### src/hw/rtl/pwte_pkg.sv
// Package for the pulse width threshold estimator.
// Holds table size, field widths, scan constants and controller/datapath structs.
// No dependencies.
`default_nettype none

package pwte_pkg;

   localparam int NUM_BINS = 256;
   localparam int BIN_W    = $clog2(NUM_BINS);
   localparam int CNT_W    = BIN_W + 1;

   localparam int PW_W    = 32;
   localparam int CAP_W   = 8;
   localparam int THR_W   = 9;
   localparam int MAXW_W  = 8;
   localparam int DCNT_W  = 9;

   localparam logic [CAP_W-1:0] CAP_RESET       = CAP_W'(30);
   localparam logic [THR_W-1:0] EMPTY_THRESHOLD = THR_W'(3);

   // floor(3n/10) as (n * 615) >> 11, exact while 3n < 1029
   localparam int DIV_MUL   = 615;
   localparam int DIV_SHIFT = 11;
   localparam int PROD_W    = CNT_W + 10;

   typedef struct packed {
      logic wipe;
      logic count;
      logic scan_init;
      logic scan_step;
      logic load_out;
      logic clear;
   } pwte_cmd_type;

   typedef struct packed {
      logic scan_last;
   } pwte_status_type;

endpackage

`default_nettype wire

### src/hw/rtl/pwte_if.sv
// Handshake channels of the pulse width threshold estimator.
// Depends on pwte_pkg for field widths.
`default_nettype none

interface pwte_req_if
   import pwte_pkg::*;
();
   logic              valid;
   logic              ready;
   logic [PW_W-1:0]   pulse_width;
   logic              last;

   modport source (output valid, output pulse_width, output last, input ready);
   modport sink   (input valid, input pulse_width, input last, output ready);
endinterface

interface pwte_rsp_if
   import pwte_pkg::*;
();
   logic              valid;
   logic              ready;
   logic [THR_W-1:0]  threshold;
   logic [MAXW_W-1:0] widest;
   logic [DCNT_W-1:0] distinct_count;

   modport source (output valid, output threshold, output widest,
                   output distinct_count, input ready);
   modport sink   (input valid, input threshold, input widest,
                   input distinct_count, output ready);
endinterface

`default_nettype wire

### src/hw/rtl/pwte_ctrl.sv
// Controller of the pulse width threshold estimator: table wipe, idle, bin scan, result load.
// Depends on pwte_pkg for the command and status structs.
`default_nettype none

module pwte_ctrl
   import pwte_pkg::*;
(
   input  wire logic            clock,
   input  wire logic            reset,
   input  wire logic            req_valid,
   input  wire logic            req_last,
   output logic                 req_ready,
   input  wire logic            rsp_ready,
   output logic                 rsp_valid,
   input  wire pwte_status_type status,
   output pwte_cmd_type         cmd
);

   localparam logic [2:0] ST_INIT  = 3'd0;
   localparam logic [2:0] ST_IDLE  = 3'd1;
   localparam logic [2:0] ST_SCAN  = 3'd2;
   localparam logic [2:0] ST_DRAIN = 3'd3;
   localparam logic [2:0] ST_DONE  = 3'd4;

   logic [2:0] state_ff, state_in;
   logic       rsp_valid_ff, rsp_valid_in;
   logic       accept;
   logic       out_free;

   assign req_ready = (state_ff == ST_IDLE);
   assign accept    = req_valid && req_ready;
   assign out_free  = !rsp_valid_ff || rsp_ready;
   assign rsp_valid = rsp_valid_ff;

   always_comb begin
      state_in      = state_ff;
      rsp_valid_in  = rsp_valid_ff && !rsp_ready;
      cmd           = '0;
      unique case (state_ff)
         ST_INIT: begin
            cmd.wipe = 1'b1;
            if (status.scan_last) begin
               state_in = ST_IDLE;
            end
         end
         ST_IDLE: begin
            if (accept) begin
               cmd.count = 1'b1;
               if (req_last) begin
                  cmd.scan_init = 1'b1;
                  state_in      = ST_SCAN;
               end
            end
         end
         ST_SCAN: begin
            cmd.scan_step = 1'b1;
            if (status.scan_last) begin
               state_in = ST_DRAIN;
            end
         end
         ST_DRAIN: begin
            state_in = ST_DONE;
         end
         ST_DONE: begin
            if (out_free) begin
               cmd.load_out = 1'b1;
               cmd.clear    = 1'b1;
               rsp_valid_in = 1'b1;
               state_in     = ST_IDLE;
            end
         end
         default: begin
            state_in = ST_INIT;
         end
      endcase
   end

   always_ff @(posedge clock) begin
      if (reset) begin
         state_ff     <= ST_INIT;
         rsp_valid_ff <= 1'b0;
      end else begin
         state_ff     <= state_in;
         rsp_valid_ff <= rsp_valid_in;
      end
   end

endmodule

`default_nettype wire

### src/hw/rtl/pwte_datapath.sv
// Datapath of the pulse width threshold estimator: presence table, running maximum,
// gap scan registers and result registers. Depends on pwte_pkg.
`default_nettype none

module pwte_datapath
   import pwte_pkg::*;
(
   input  wire logic              clock,
   input  wire logic              reset,
   input  wire logic              csr_write_enable,
   input  wire logic [CAP_W-1:0]  csr_write_data,
   input  wire logic [PW_W-1:0]   req_pulse_width,
   input  wire pwte_cmd_type      cmd,
   output pwte_status_type        status,
   output logic [THR_W-1:0]       rsp_threshold,
   output logic [MAXW_W-1:0]      rsp_widest,
   output logic [DCNT_W-1:0]      rsp_distinct_count
);

   logic [CAP_W-1:0]    width_cap_ff;
   logic                seen_mem [NUM_BINS];
   logic                seen_rd_ff;
   logic                rd_valid_ff;
   logic [BIN_W-1:0]    rd_idx_ff;
   logic [MAXW_W-1:0]   largest_ff;

   logic [BIN_W-1:0]    idx_ff, idx_in;
   logic [BIN_W-1:0]    prev_ff, prev_in;
   logic [BIN_W-1:0]    first_ff, first_in;
   logic [BIN_W-1:0]    max_gap_ff, max_gap_in;
   logic [BIN_W-1:0]    split_ff, split_in;
   logic [CNT_W-1:0]    n_ff, n_in;

   logic [THR_W-1:0]    thr_ff;
   logic [MAXW_W-1:0]   max_out_ff;
   logic [DCNT_W-1:0]   dcnt_ff;

   logic [BIN_W-1:0]    w_idx;
   logic                w_ok;
   logic [BIN_W-1:0]    gap;
   logic [PROD_W-1:0]   prod;
   logic [CNT_W-1:0]    frac;
   logic [CNT_W-1:0]    thr_sel;

   // drop zero, capped and oversized widths
   assign w_idx = req_pulse_width[BIN_W-1:0];
   assign w_ok  = (req_pulse_width != '0)
               && !(width_cap_ff != '0 && req_pulse_width > PW_W'(width_cap_ff))
               && (req_pulse_width < PW_W'(NUM_BINS));

   assign status.scan_last = (idx_ff == BIN_W'(NUM_BINS - 1));
   assign gap              = rd_idx_ff - prev_ff;

   always_comb begin
      idx_in     = idx_ff;
      prev_in    = prev_ff;
      first_in   = first_ff;
      max_gap_in = max_gap_ff;
      split_in   = split_ff;
      n_in       = n_ff;
      if (cmd.scan_init) begin
         idx_in     = BIN_W'(1);
         prev_in    = '0;
         first_in   = '0;
         max_gap_in = '0;
         split_in   = '0;
         n_in       = '0;
      end else begin
         if (cmd.scan_step || cmd.wipe) begin
            idx_in = idx_ff + BIN_W'(1);
         end
         if (rd_valid_ff && seen_rd_ff) begin
            if (n_ff == '0) begin
               first_in = rd_idx_ff;
               split_in = rd_idx_ff;
            end else if (gap > max_gap_ff) begin
               max_gap_in = gap;
               split_in   = prev_ff;
            end
            prev_in = rd_idx_ff;
            n_in    = n_ff + CNT_W'(1);
         end
      end
   end

   assign prod = PROD_W'(n_ff) * PROD_W'(DIV_MUL);
   assign frac = CNT_W'(prod >> DIV_SHIFT);

   always_comb begin
      priority if (n_ff == '0) begin
         thr_sel = CNT_W'(EMPTY_THRESHOLD);
      end else if (n_ff == CNT_W'(1)) begin
         thr_sel = CNT_W'(first_ff) + CNT_W'(1);
      end else if (max_gap_ff <= BIN_W'(1)) begin
         thr_sel = CNT_W'(first_ff) + frac + CNT_W'(1);
      end else begin
         thr_sel = CNT_W'(split_ff) + CNT_W'(1);
      end
   end

   always_ff @(posedge clock) begin
      if (reset) begin
         width_cap_ff <= CAP_RESET;
      end else if (csr_write_enable) begin
         width_cap_ff <= csr_write_data;
      end
   end

   // clear each bin as the wipe or the scan passes it
   always_ff @(posedge clock) begin
      if (cmd.wipe || cmd.scan_step) begin
         seen_mem[idx_ff] <= 1'b0;
      end else if (cmd.count && w_ok) begin
         seen_mem[w_idx] <= 1'b1;
      end
      seen_rd_ff <= seen_mem[idx_ff];
   end

   always_ff @(posedge clock) begin
      if (reset || cmd.clear) begin
         largest_ff <= '0;
      end else if (cmd.count && w_ok) begin
         if (req_pulse_width > PW_W'(largest_ff)) begin
            largest_ff <= MAXW_W'(w_idx);
         end
      end
   end

   always_ff @(posedge clock) begin
      if (reset) begin
         idx_ff      <= '0;
         rd_valid_ff <= 1'b0;
      end else begin
         idx_ff      <= idx_in;
         rd_valid_ff <= cmd.scan_step;
      end
   end

   always_ff @(posedge clock) begin
      rd_idx_ff  <= idx_ff;
      prev_ff    <= prev_in;
      first_ff   <= first_in;
      max_gap_ff <= max_gap_in;
      split_ff   <= split_in;
      n_ff       <= n_in;
      if (cmd.load_out) begin
         thr_ff     <= THR_W'(thr_sel);
         max_out_ff <= largest_ff;
         dcnt_ff    <= DCNT_W'(n_ff);
      end
   end

   assign rsp_threshold      = thr_ff;
   assign rsp_widest         = max_out_ff;
   assign rsp_distinct_count = dcnt_ff;

endmodule

`default_nettype wire

### src/hw/rtl/pulse_width_threshold_estimator.sv
// Top level of the pulse width threshold estimator.
// Depends on pwte_pkg, pwte_if, pwte_ctrl and pwte_datapath.
//
//   port       dir   word
//   req_word   in    pulse_width[31:0], last
//   rsp_word   out   threshold[8:0], widest[7:0], distinct_count[8:0]
//   csr_*      in    width_cap[7:0], written when csr_write_enable is high
//
// After reset a clearing pass wipes the presence table, one bin per cycle, with req_ready
// low throughout. Reset also sets width_cap to 30.
// A word without last is accepted whenever the block is idle, back to back.
// A word with last starts a scan of bins 1 to NUM_BINS - 1, one per cycle, clearing each
// bin as it is read; a drain state and the load state follow, with req_ready low until the load.
// The result register holds until taken; the load waits while it is still full.
`default_nettype none

module pulse_width_threshold_estimator
   import pwte_pkg::*;
(
   input  wire logic             clock,
   input  wire logic             reset,
   pwte_req_if.sink              req_word,
   pwte_rsp_if.source            rsp_word,
   input  wire logic             csr_write_enable,
   input  wire logic [CAP_W-1:0] csr_write_data
);

   pwte_cmd_type    cmd;
   pwte_status_type status;

   pwte_ctrl u_ctrl (
      .clock     (clock),
      .reset     (reset),
      .req_valid (req_word.valid),
      .req_last  (req_word.last),
      .req_ready (req_word.ready),
      .rsp_ready (rsp_word.ready),
      .rsp_valid (rsp_word.valid),
      .status    (status),
      .cmd       (cmd)
   );

   pwte_datapath u_datapath (
      .clock              (clock),
      .reset              (reset),
      .csr_write_enable   (csr_write_enable),
      .csr_write_data     (csr_write_data),
      .req_pulse_width    (req_word.pulse_width),
      .cmd                (cmd),
      .status             (status),
      .rsp_threshold      (rsp_word.threshold),
      .rsp_widest         (rsp_word.widest),
      .rsp_distinct_count (rsp_word.distinct_count)
   );

endmodule

`default_nettype wire
### src/flat_wrapper.sv
// flat-port wrapper written by rule: the top's interface ports become plain ports
module pulse_width_threshold_estimator_flat import pwte_pkg::*;
  (clock, reset, csr_write_enable, csr_write_data, req_word_valid, req_word_pulse_width, req_word_last, req_word_ready, rsp_word_valid, rsp_word_threshold, rsp_word_widest, rsp_word_distinct_count, rsp_word_ready);
  pwte_req_if req_word_i ();
  pwte_rsp_if rsp_word_i ();
  input  wire logic clock;
  input  wire logic reset;
  input  wire logic csr_write_enable;
  input  wire logic [CAP_W-1:0] csr_write_data;
  input wire logic [$bits(req_word_i.valid)-1:0] req_word_valid;
  input wire logic [$bits(req_word_i.pulse_width)-1:0] req_word_pulse_width;
  input wire logic [$bits(req_word_i.last)-1:0] req_word_last;
  output wire logic [$bits(req_word_i.ready)-1:0] req_word_ready;
  output wire logic [$bits(rsp_word_i.valid)-1:0] rsp_word_valid;
  output wire logic [$bits(rsp_word_i.threshold)-1:0] rsp_word_threshold;
  output wire logic [$bits(rsp_word_i.widest)-1:0] rsp_word_widest;
  output wire logic [$bits(rsp_word_i.distinct_count)-1:0] rsp_word_distinct_count;
  input wire logic [$bits(rsp_word_i.ready)-1:0] rsp_word_ready;
  assign req_word_i.valid = req_word_valid;
  assign req_word_i.pulse_width = req_word_pulse_width;
  assign req_word_i.last = req_word_last;
  assign req_word_ready = req_word_i.ready;
  assign rsp_word_valid = rsp_word_i.valid;
  assign rsp_word_threshold = rsp_word_i.threshold;
  assign rsp_word_widest = rsp_word_i.widest;
  assign rsp_word_distinct_count = rsp_word_i.distinct_count;
  assign rsp_word_i.ready = rsp_word_ready;
  pulse_width_threshold_estimator u_core (.clock(clock), .reset(reset), .req_word(req_word_i), .rsp_word(rsp_word_i), .csr_write_enable(csr_write_enable), .csr_write_data(csr_write_data));
endmodule
### config.mk
export PLATFORM = sky130hd
export DESIGN_NAME = pulse_width_threshold_estimator_flat
export DESIGN_NICKNAME = d
export VERILOG_FILES = /design/src/hw/rtl/pwte_pkg.sv /design/src/hw/rtl/pwte_if.sv /design/src/hw/rtl/pwte_ctrl.sv /design/src/hw/rtl/pwte_datapath.sv /design/src/hw/rtl/pulse_width_threshold_estimator.sv /design/src/flat_wrapper.sv
export SDC_FILE = /design/constraint.sdc
export NUM_CORES = 1
export LEC_CHECK = 0
export CAP_MARGIN = 15
export CORE_MARGIN = 2
export CORE_UTILIZATION = 38
export DETAILED_ROUTE_END_ITERATION = 10
export DONT_BUFFER_PORTS = 1
export SLEW_MARGIN = 15
export SYNTH_ARGS = -nofsm -noshare
export SYNTH_HDL_FRONTEND = slang
export SYNTH_SLANG_ARGS = --single-unit
### constraint.sdc
create_clock -name clock -period 12.35 [get_ports clock]
set_input_delay 1.235 -clock clock [delete_from_list [all_inputs] [get_ports clock]]
set_output_delay 1.235 -clock clock [all_outputs]
set_load 0.02 [all_outputs]
After elaboration in Yosys (flattened, before gate mapping). Memory sizes are Yosys's and may differ from the RTL's. A register that Yosys moved wholly into a read port is not among the register bits. Index checks and enable logic that the tools add are counted.

Multiplexer cells: 29. Bitwise logic cells: 1. $add $sub $neg: 7. Multiply operators: 1. Reduce and logical (&&, ||, !) cells: 26. Eq/ne operators: 11. Order comparisons: 5.

Operators by type and width (number): 32-bit by 8-bit greater-than comparator with 1-bit output (2); 32-bit by 9-bit < comparator with 1-bit output (second input constant) (1); 32-bit nonzero test (1); 8-bit two-way mux (3); 9-bit by 10-bit multiplier with 19-bit output (second input constant) (1); 8-bit by 1-bit adder with 9-bit output (second input constant) (2); 9-bit by 1-bit adder with 9-bit output (second input constant) (2); 9-bit two-way mux (2); 3-bit two-way mux (5); 3-bit one-hot mux with 5 select lines (1); 1-bit two-way mux (14); 8-bit by 8-bit adder with 9-bit output (1); 9-bit by 1-bit == test with 1-bit output (second input constant) (1); 9-bit zero test (1); 8-bit by 1-bit adder with 8-bit output (second input constant) (1); 8-bit == test (second input constant) (1); 8-bit greater-than comparator (1); 8-bit by 1-bit less-or-equal comparator with 1-bit output (second input constant) (1); 2-bit two-way mux (4); 8-bit nonzero test (1); 8-bit subtractor (1); 1-bit logical AND (7); 3-bit by 2-bit == test with 1-bit output (second input constant) (2); 2-bit by 1-bit != test with 1-bit output (second input constant) (3); other kinds (13) (21).

RAM bits: 256. Logic and storage cells: 97. Output and inout bits: 28. Memories kept: 1. Bits of input ports: 46. Register bits after elaboration: 104.

Memory list: u_core.u_datapath.seen_mem (words 256, width 1, rd ports 1, clocked after Yosys merged registers in 1, wr ports 1, RTL line pwte_datapath.sv:21) `logic seen_mem [NUM_BINS];`.

Logic depth before layout (Yosys ltp).
Word-level depth: 11. Depth in mapped cells: 24. Mapped depth without buffers: 24.

Modules after synthesis. From an unflattened synthesis, not the netlist that was laid out.

Cell total of the unflattened synthesis: 1593. Area total of the unflattened synthesis: 18514.0 µm².

Modules (own cells, without submodules): pwte_datapath (instances 1, cells an instance 1568, area an instance 18291.3 µm²); pwte_ctrl (instances 1, cells an instance 25, area an instance 222.7 µm²).

Worst setup path before layout. OpenSTA, ideal clock, no wires.

Path type: input -> register. Start: input port req_word_pulse_width[0]. End: memory u_core.u_datapath.seen_mem[0], data pin. Data arrival time: 8.577 ns. Cell stages on the path: 11. Setup slack: 2.384 ns. Buffers on the path: 3. Setup time: 1.389 ns. Cells stage by stage: clkbuf_2 inv_1 ha_1 nor2b_1 o21a_1 o21a_1 o21ai_0 a221oi_1 buf_2 buf_2 nor2_1.

Longest elaborated chain between the ends: 11. Elaborated cells between the ends (all ways): 13. Classes of those cells: order compare: 2; mux: 4; reduce/logical: 7.

RTL lines: start: declaration (RTL line flat_wrapper.sv:11) `input wire logic [$bits(req_word_i.pulse_width)-1:0] req_word_pulse_width;`; 32-bit by 8-bit greater-than comparator with 1-bit output (RTL line pwte_datapath.sv:48) `&& !(width_cap_ff != '0 && req_pulse_width > PW_W'(width_cap_ff))`; 1-bit logical AND (RTL line pwte_datapath.sv:48); 1-bit zero test (RTL line pwte_datapath.sv:48); 1-bit logical AND (RTL line pwte_datapath.sv:48); 1-bit logical AND * (RTL line pwte_datapath.sv:49) `&& (req_pulse_width < PW_W'(NUM_BINS));`; 1-bit logical AND * (RTL line pwte_datapath.sv:113) `end else if (cmd.count && w_ok) begin`; 1-bit two-way mux * (RTL line pwte_datapath.sv:113); 1-bit two-way mux * (RTL line pwte_datapath.sv:111) `if (cmd.wipe || cmd.scan_step) begin`; 1-bit two-way mux (not written as such) * (RTL line pwte_datapath.sv:114) `seen_mem[w_idx] <= 1'b1;`; 1-bit OR reduction (no line) *; 1-bit two-way mux (no line) *; end: declaration (RTL line pwte_datapath.sv:21).

Every way passes the cells marked *; elsewhere a longest branch is shown, timed or not.

Worst setup path after layout.
Start: register u_core.u_datapath.n_ff[1]. End: register u_core.u_datapath.thr_ff[6], in the netlist u_core.u_datapath.rsp_threshold[6], data pin.

Longest elaborated chain between the ends: 5. Elaborated cells between the ends (all ways): 7. Classes of those cells: add/sub: 2; mul: 1; eq/ne: 1; mux: 2; reduce/logical: 1.

RTL lines: start: declaration (RTL line pwte_datapath.sv:32) `logic [CNT_W-1:0] n_ff, n_in;`; start signal: assignment (RTL line pwte_datapath.sv:145) `n_ff <= n_in;`; 9-bit by 10-bit multiplier with 19-bit output (RTL line pwte_datapath.sv:86) `assign prod = PROD_W'(n_ff) * PROD_W'(DIV_MUL);`; 8-bit by 8-bit adder with 9-bit output (RTL line pwte_datapath.sv:95) `thr_sel = CNT_W'(first_ff) + frac + CNT_W'(1);`; 9-bit by 1-bit adder with 9-bit output (RTL line pwte_datapath.sv:95); 9-bit two-way mux (RTL line pwte_datapath.sv:94) `end else if (max_gap_ff <= BIN_W'(1)) begin`; 9-bit two-way mux (RTL line pwte_datapath.sv:92) `end else if (n_ff == CNT_W'(1)) begin`; end signal: assignment (RTL line pwte_datapath.sv:147) `thr_ff <= THR_W'(thr_sel);`; end: declaration (RTL line pwte_datapath.sv:34) `logic [THR_W-1:0] thr_ff;`.

Several ways; a longest one is shown, not always the timed one. A chain may end at the register's enable or synchronous reset.

==> impl_metrics.csv <==
group,metric,value,unit
outcome,status,"finished clean",
grt,track_usage,0.214,
die,dieArea,0.0538,sq mm
sta,setup_violations,0,
clock_tree,worstSkewPairLatency,560,ps
logic_synthesis,ys_seq_area_frac,0.509,
logic_synthesis,yosys.area.top_type,"edfxtp_1",
die,ios,74,
route,wirelength,57600,microns
power,p_leak,7.75,nW
sta,slew_headroom,0.144,
logic_synthesis,async_flop_share,0,
placed_design,port_buffers,0,
sta,skew,25.2,ps
logic_synthesis,synth_top_area_share,0.429,
route,drt_iter0_drc,1511,
cells_and_area,synthToLayoutAreaGrowth,9.78,%
clock_tree,clockBufferDepth,3,
logic_synthesis,synth.distinct_cells,71,
sta,finalMaxSlewViolations,0,
grt,grt_pass1_wl,87500,microns
sta,hold_viol,0,
critical_path,critPathArrivalTime,6510,ps
logic_synthesis,syn-cell-area,0.0197,sq mm
logic_synthesis,synth_seq_cells,361,
logic_synthesis,synthCells,1671,
clock_tree,root_buffer,"clkbuf_16",
sta,fmax,163,MHz
sta,period_needed,6120,ps
grt,grt_max_degree,257,
route,drc,0,
critical_path,cp_max_fo,9,
clock_tree,post_cts_buffers,0,
grt,antenna_found_initial,2,
placed_design,place_congestion,0.858,
die,die_y,232,microns
die,die_w,232,microns
die,start_util,0.385,
clock_tree,cts_tree,"done",
die,core,0.0513,sq mm
logic_synthesis,synth_fp_nets,1832,
grt,first_global_vias,14200,
clock_tree,cts.sinks,361,
placed_design,dp_hpwl,35100,microns
sta,worst_slew_pin_slew,1280,ps
critical_path,worstSetupStartpointType,"flip-flop",
run,maxCapViolCount,0,
route,wire_per_inst,24.8,microns
clock_tree,cts_max_level,2,
clock_tree,cts-resized-gates,0,
grt,grt-ovfl-total,0,
die,rows,83,
cells_and_area,nFillCells,4840,
route,dr.pass1.iters,6,
logic_synthesis,synth-main-ff-cell,"edfxtp_1",
logic_synthesis,synth-edff-count,282,
critical_path,endpoint_kind,"flip-flop",
route,vias_per_cell,6.20,
route,ant_nets,0,
cells_and_area,nNetsFinal,1769,
min_path,hold_class,"reg2reg",
power,ir_worst_vdd,0.118,mV
logic_synthesis,yosysWarnings,0,
cells_and_area,drive_gt1_frac,0.115,
sta,layout_setup_ws,6230,ps
placed_design,place_ws,6240,ps
power,p_per_area,123,mW/mm^2
sta,setup_tns,0,ps
sta,fin_crit_sh,0.496,
route,routed-via-count,14400,
critical_path,ff2ff_setup_slack,6230,ps
critical_path,critical_path_class,"reg2reg",
clock_tree,hold_buffers,0,
clock_tree,clkSlewWorstSetupHoldPaths,60,ps
logic_synthesis,synth_area_leaders,"edfxtp_1, a22oi_1, dfxtp_1",
sta,rsz0062_at_grt,"false",
clock_tree,numCtsBuffers,40,
logic_synthesis,syn_avg_cell_area,11.8,sq um
critical_path,required,12740,ps
path summary, 6_finish.rpt:
check | endpoint | cells after the start | start
worst max-delay path | u_core.u_datapath.rsp_threshold[6] | 21 | u_core.u_datapath.n_ff[1]
worst min-delay path | u_core.u_datapath.rsp_widest[4] | 0 | u_core.u_datapath.largest_ff[4]
worst max register to register | u_core.u_datapath.rsp_threshold[6] | 21 | u_core.u_datapath.n_ff[1]
worst min register to register | u_core.u_datapath.rsp_widest[4] | 0 | u_core.u_datapath.largest_ff[4]
placed cells by master (no fill, tap or decap), types with 9 or more instances in the layout:
cell	instances
a21oi_1	50
mux2_2	14
o211ai_1	9
nor2b_1	16
clkbuf_16	45
mux2i_1	29
nor4_1	11
o21ai_1	13
nor2_1	67
nor3_1	51
buf_4	33
xor2_1	14
o21ai_0	23
inv_1	95
a21o_1	10
ha_1	92
a22oi_1	263
nand2_1	94
o21a_1	10
edfxtp_1	282
nand3_1	36
dfxtp_1	77
nand4_1	37
mux4_2	53
xnor2_1	26
fa_1	23
worst max-delay path: stages, from the launching register on:
cell      delay [ps]
dfxtp_1          530
inv_1            140
ha_1             350
fa_1             510
fa_1             440
fa_1             550
inv_1             40
ha_1             270
o21a_1           160
o21a_1           150
o21ai_0          340
a21oi_1          150
o21ai_0          510
nand2b_1         130
xor2_1           170
ha_1             300
o21ai_0          110
a21boi_0         150
o21ai_0          220
a21boi_0         160
o311a_1          360
a211oi_1         230
power breakdown:
group | switching (W) | internal [W]
logic | 0.0000783 | 0.0000462
registers | 0.0000122 | 0.00130
clock network | 0.000500 | 0.000742
total | 0.000590 | 0.00208
flip-flops by register name, indices dropped and copies added, names as in the netlist:
name,flops
u_core.u_datapath.first_ff,8
u_core.u_datapath.idx_ff,8
u_core.u_datapath.rd_idx_ff,8
u_core.u_datapath.rsp_threshold,9
u_core.u_datapath.rd_valid_ff,1
u_core.u_datapath.largest_ff,8
u_core.u_datapath.rsp_distinct_count,9
u_core.u_datapath.width_cap_ff,8
u_core.u_datapath.seen_mem,256
u_core.u_datapath.rsp_widest,8
u_core.u_datapath.prev_ff,8
u_core.u_ctrl.state_ff,3
u_core.u_datapath.split_ff,8
u_core.u_datapath.seen_rd_ff,1
u_core.u_datapath.n_ff,9
u_core.u_ctrl.rsp_valid,1
u_core.u_datapath.max_gap_ff,8
synthesized netlist by cell type, types with 26 or more instances:
cell type	instances
a21oi_1	51
a22oi_1	263
buf_2	32
clkbuf_1	84
dfxtp_1	79
edfxtp_1	282
ha_1	92
inv_1	95
mux2i_1	29
mux4_2	53
nand2_1	94
nand3_1	36
nand4_1	37
nor2_1	68
nor3_1	52
xnor2_1	26
per-stage QoR:
stage          total power [W]  instances   util  hold slack [ps]  cell area (sq um)
3_5_place_dp           0.00146       2246  0.396              455              20300
3_3_place_gp           0.00145       2246  0.395              446              20300
5_1_grt                0.00275       2320  0.423              480              21700
2_1_floorplan          0.00142       1671      -              329              19700
6_report               0.00268       2321  0.423              466              21700
4_1_cts                0.00270       2320  0.422              464              21700
layer usage:
metal  global-route usage  vias up  share of wire
met2                0.355      727           0.48
met4               0.0799        0          0.032
met3               0.0426      119          0.093
met5                    0        -              0
li1                     -     6377              -
met1                0.276     7163           0.39
cells by family after synthesis:
group                    Yosys count  synth area share
AO/OA/AOI/OAI                    453             0.165
XOR/XNOR                          40            0.0177
adder cells (fa/ha/maj)          115            0.0816
buffers and inverters            234            0.0495
flip-flops                       361             0.509
multiplexers                      96            0.0831
AND/OR/NAND/NOR                  372            0.0942
area by class of cell:
| class | instances | area (sq um) | share of cell area |
|---|---|---|---|
| timing repair buffer | 34 | 268 | 0.0124 |
| clock buffer | 55 | 1190 | 0.0551 |
| clock inverter | 19 | 181 | 0.00837 |
| sequential | 361 | 10100 | 0.464 |
| antenna | 1 | 2.50 | 0.000115 |
| multi-input combinational | 1076 | 8770 | 0.404 |
| inverter | 95 | 357 | 0.0164 |
| tap | 680 | 851 | 0.0392 |
Note: power is estimated with default switching activity, not from simulation.
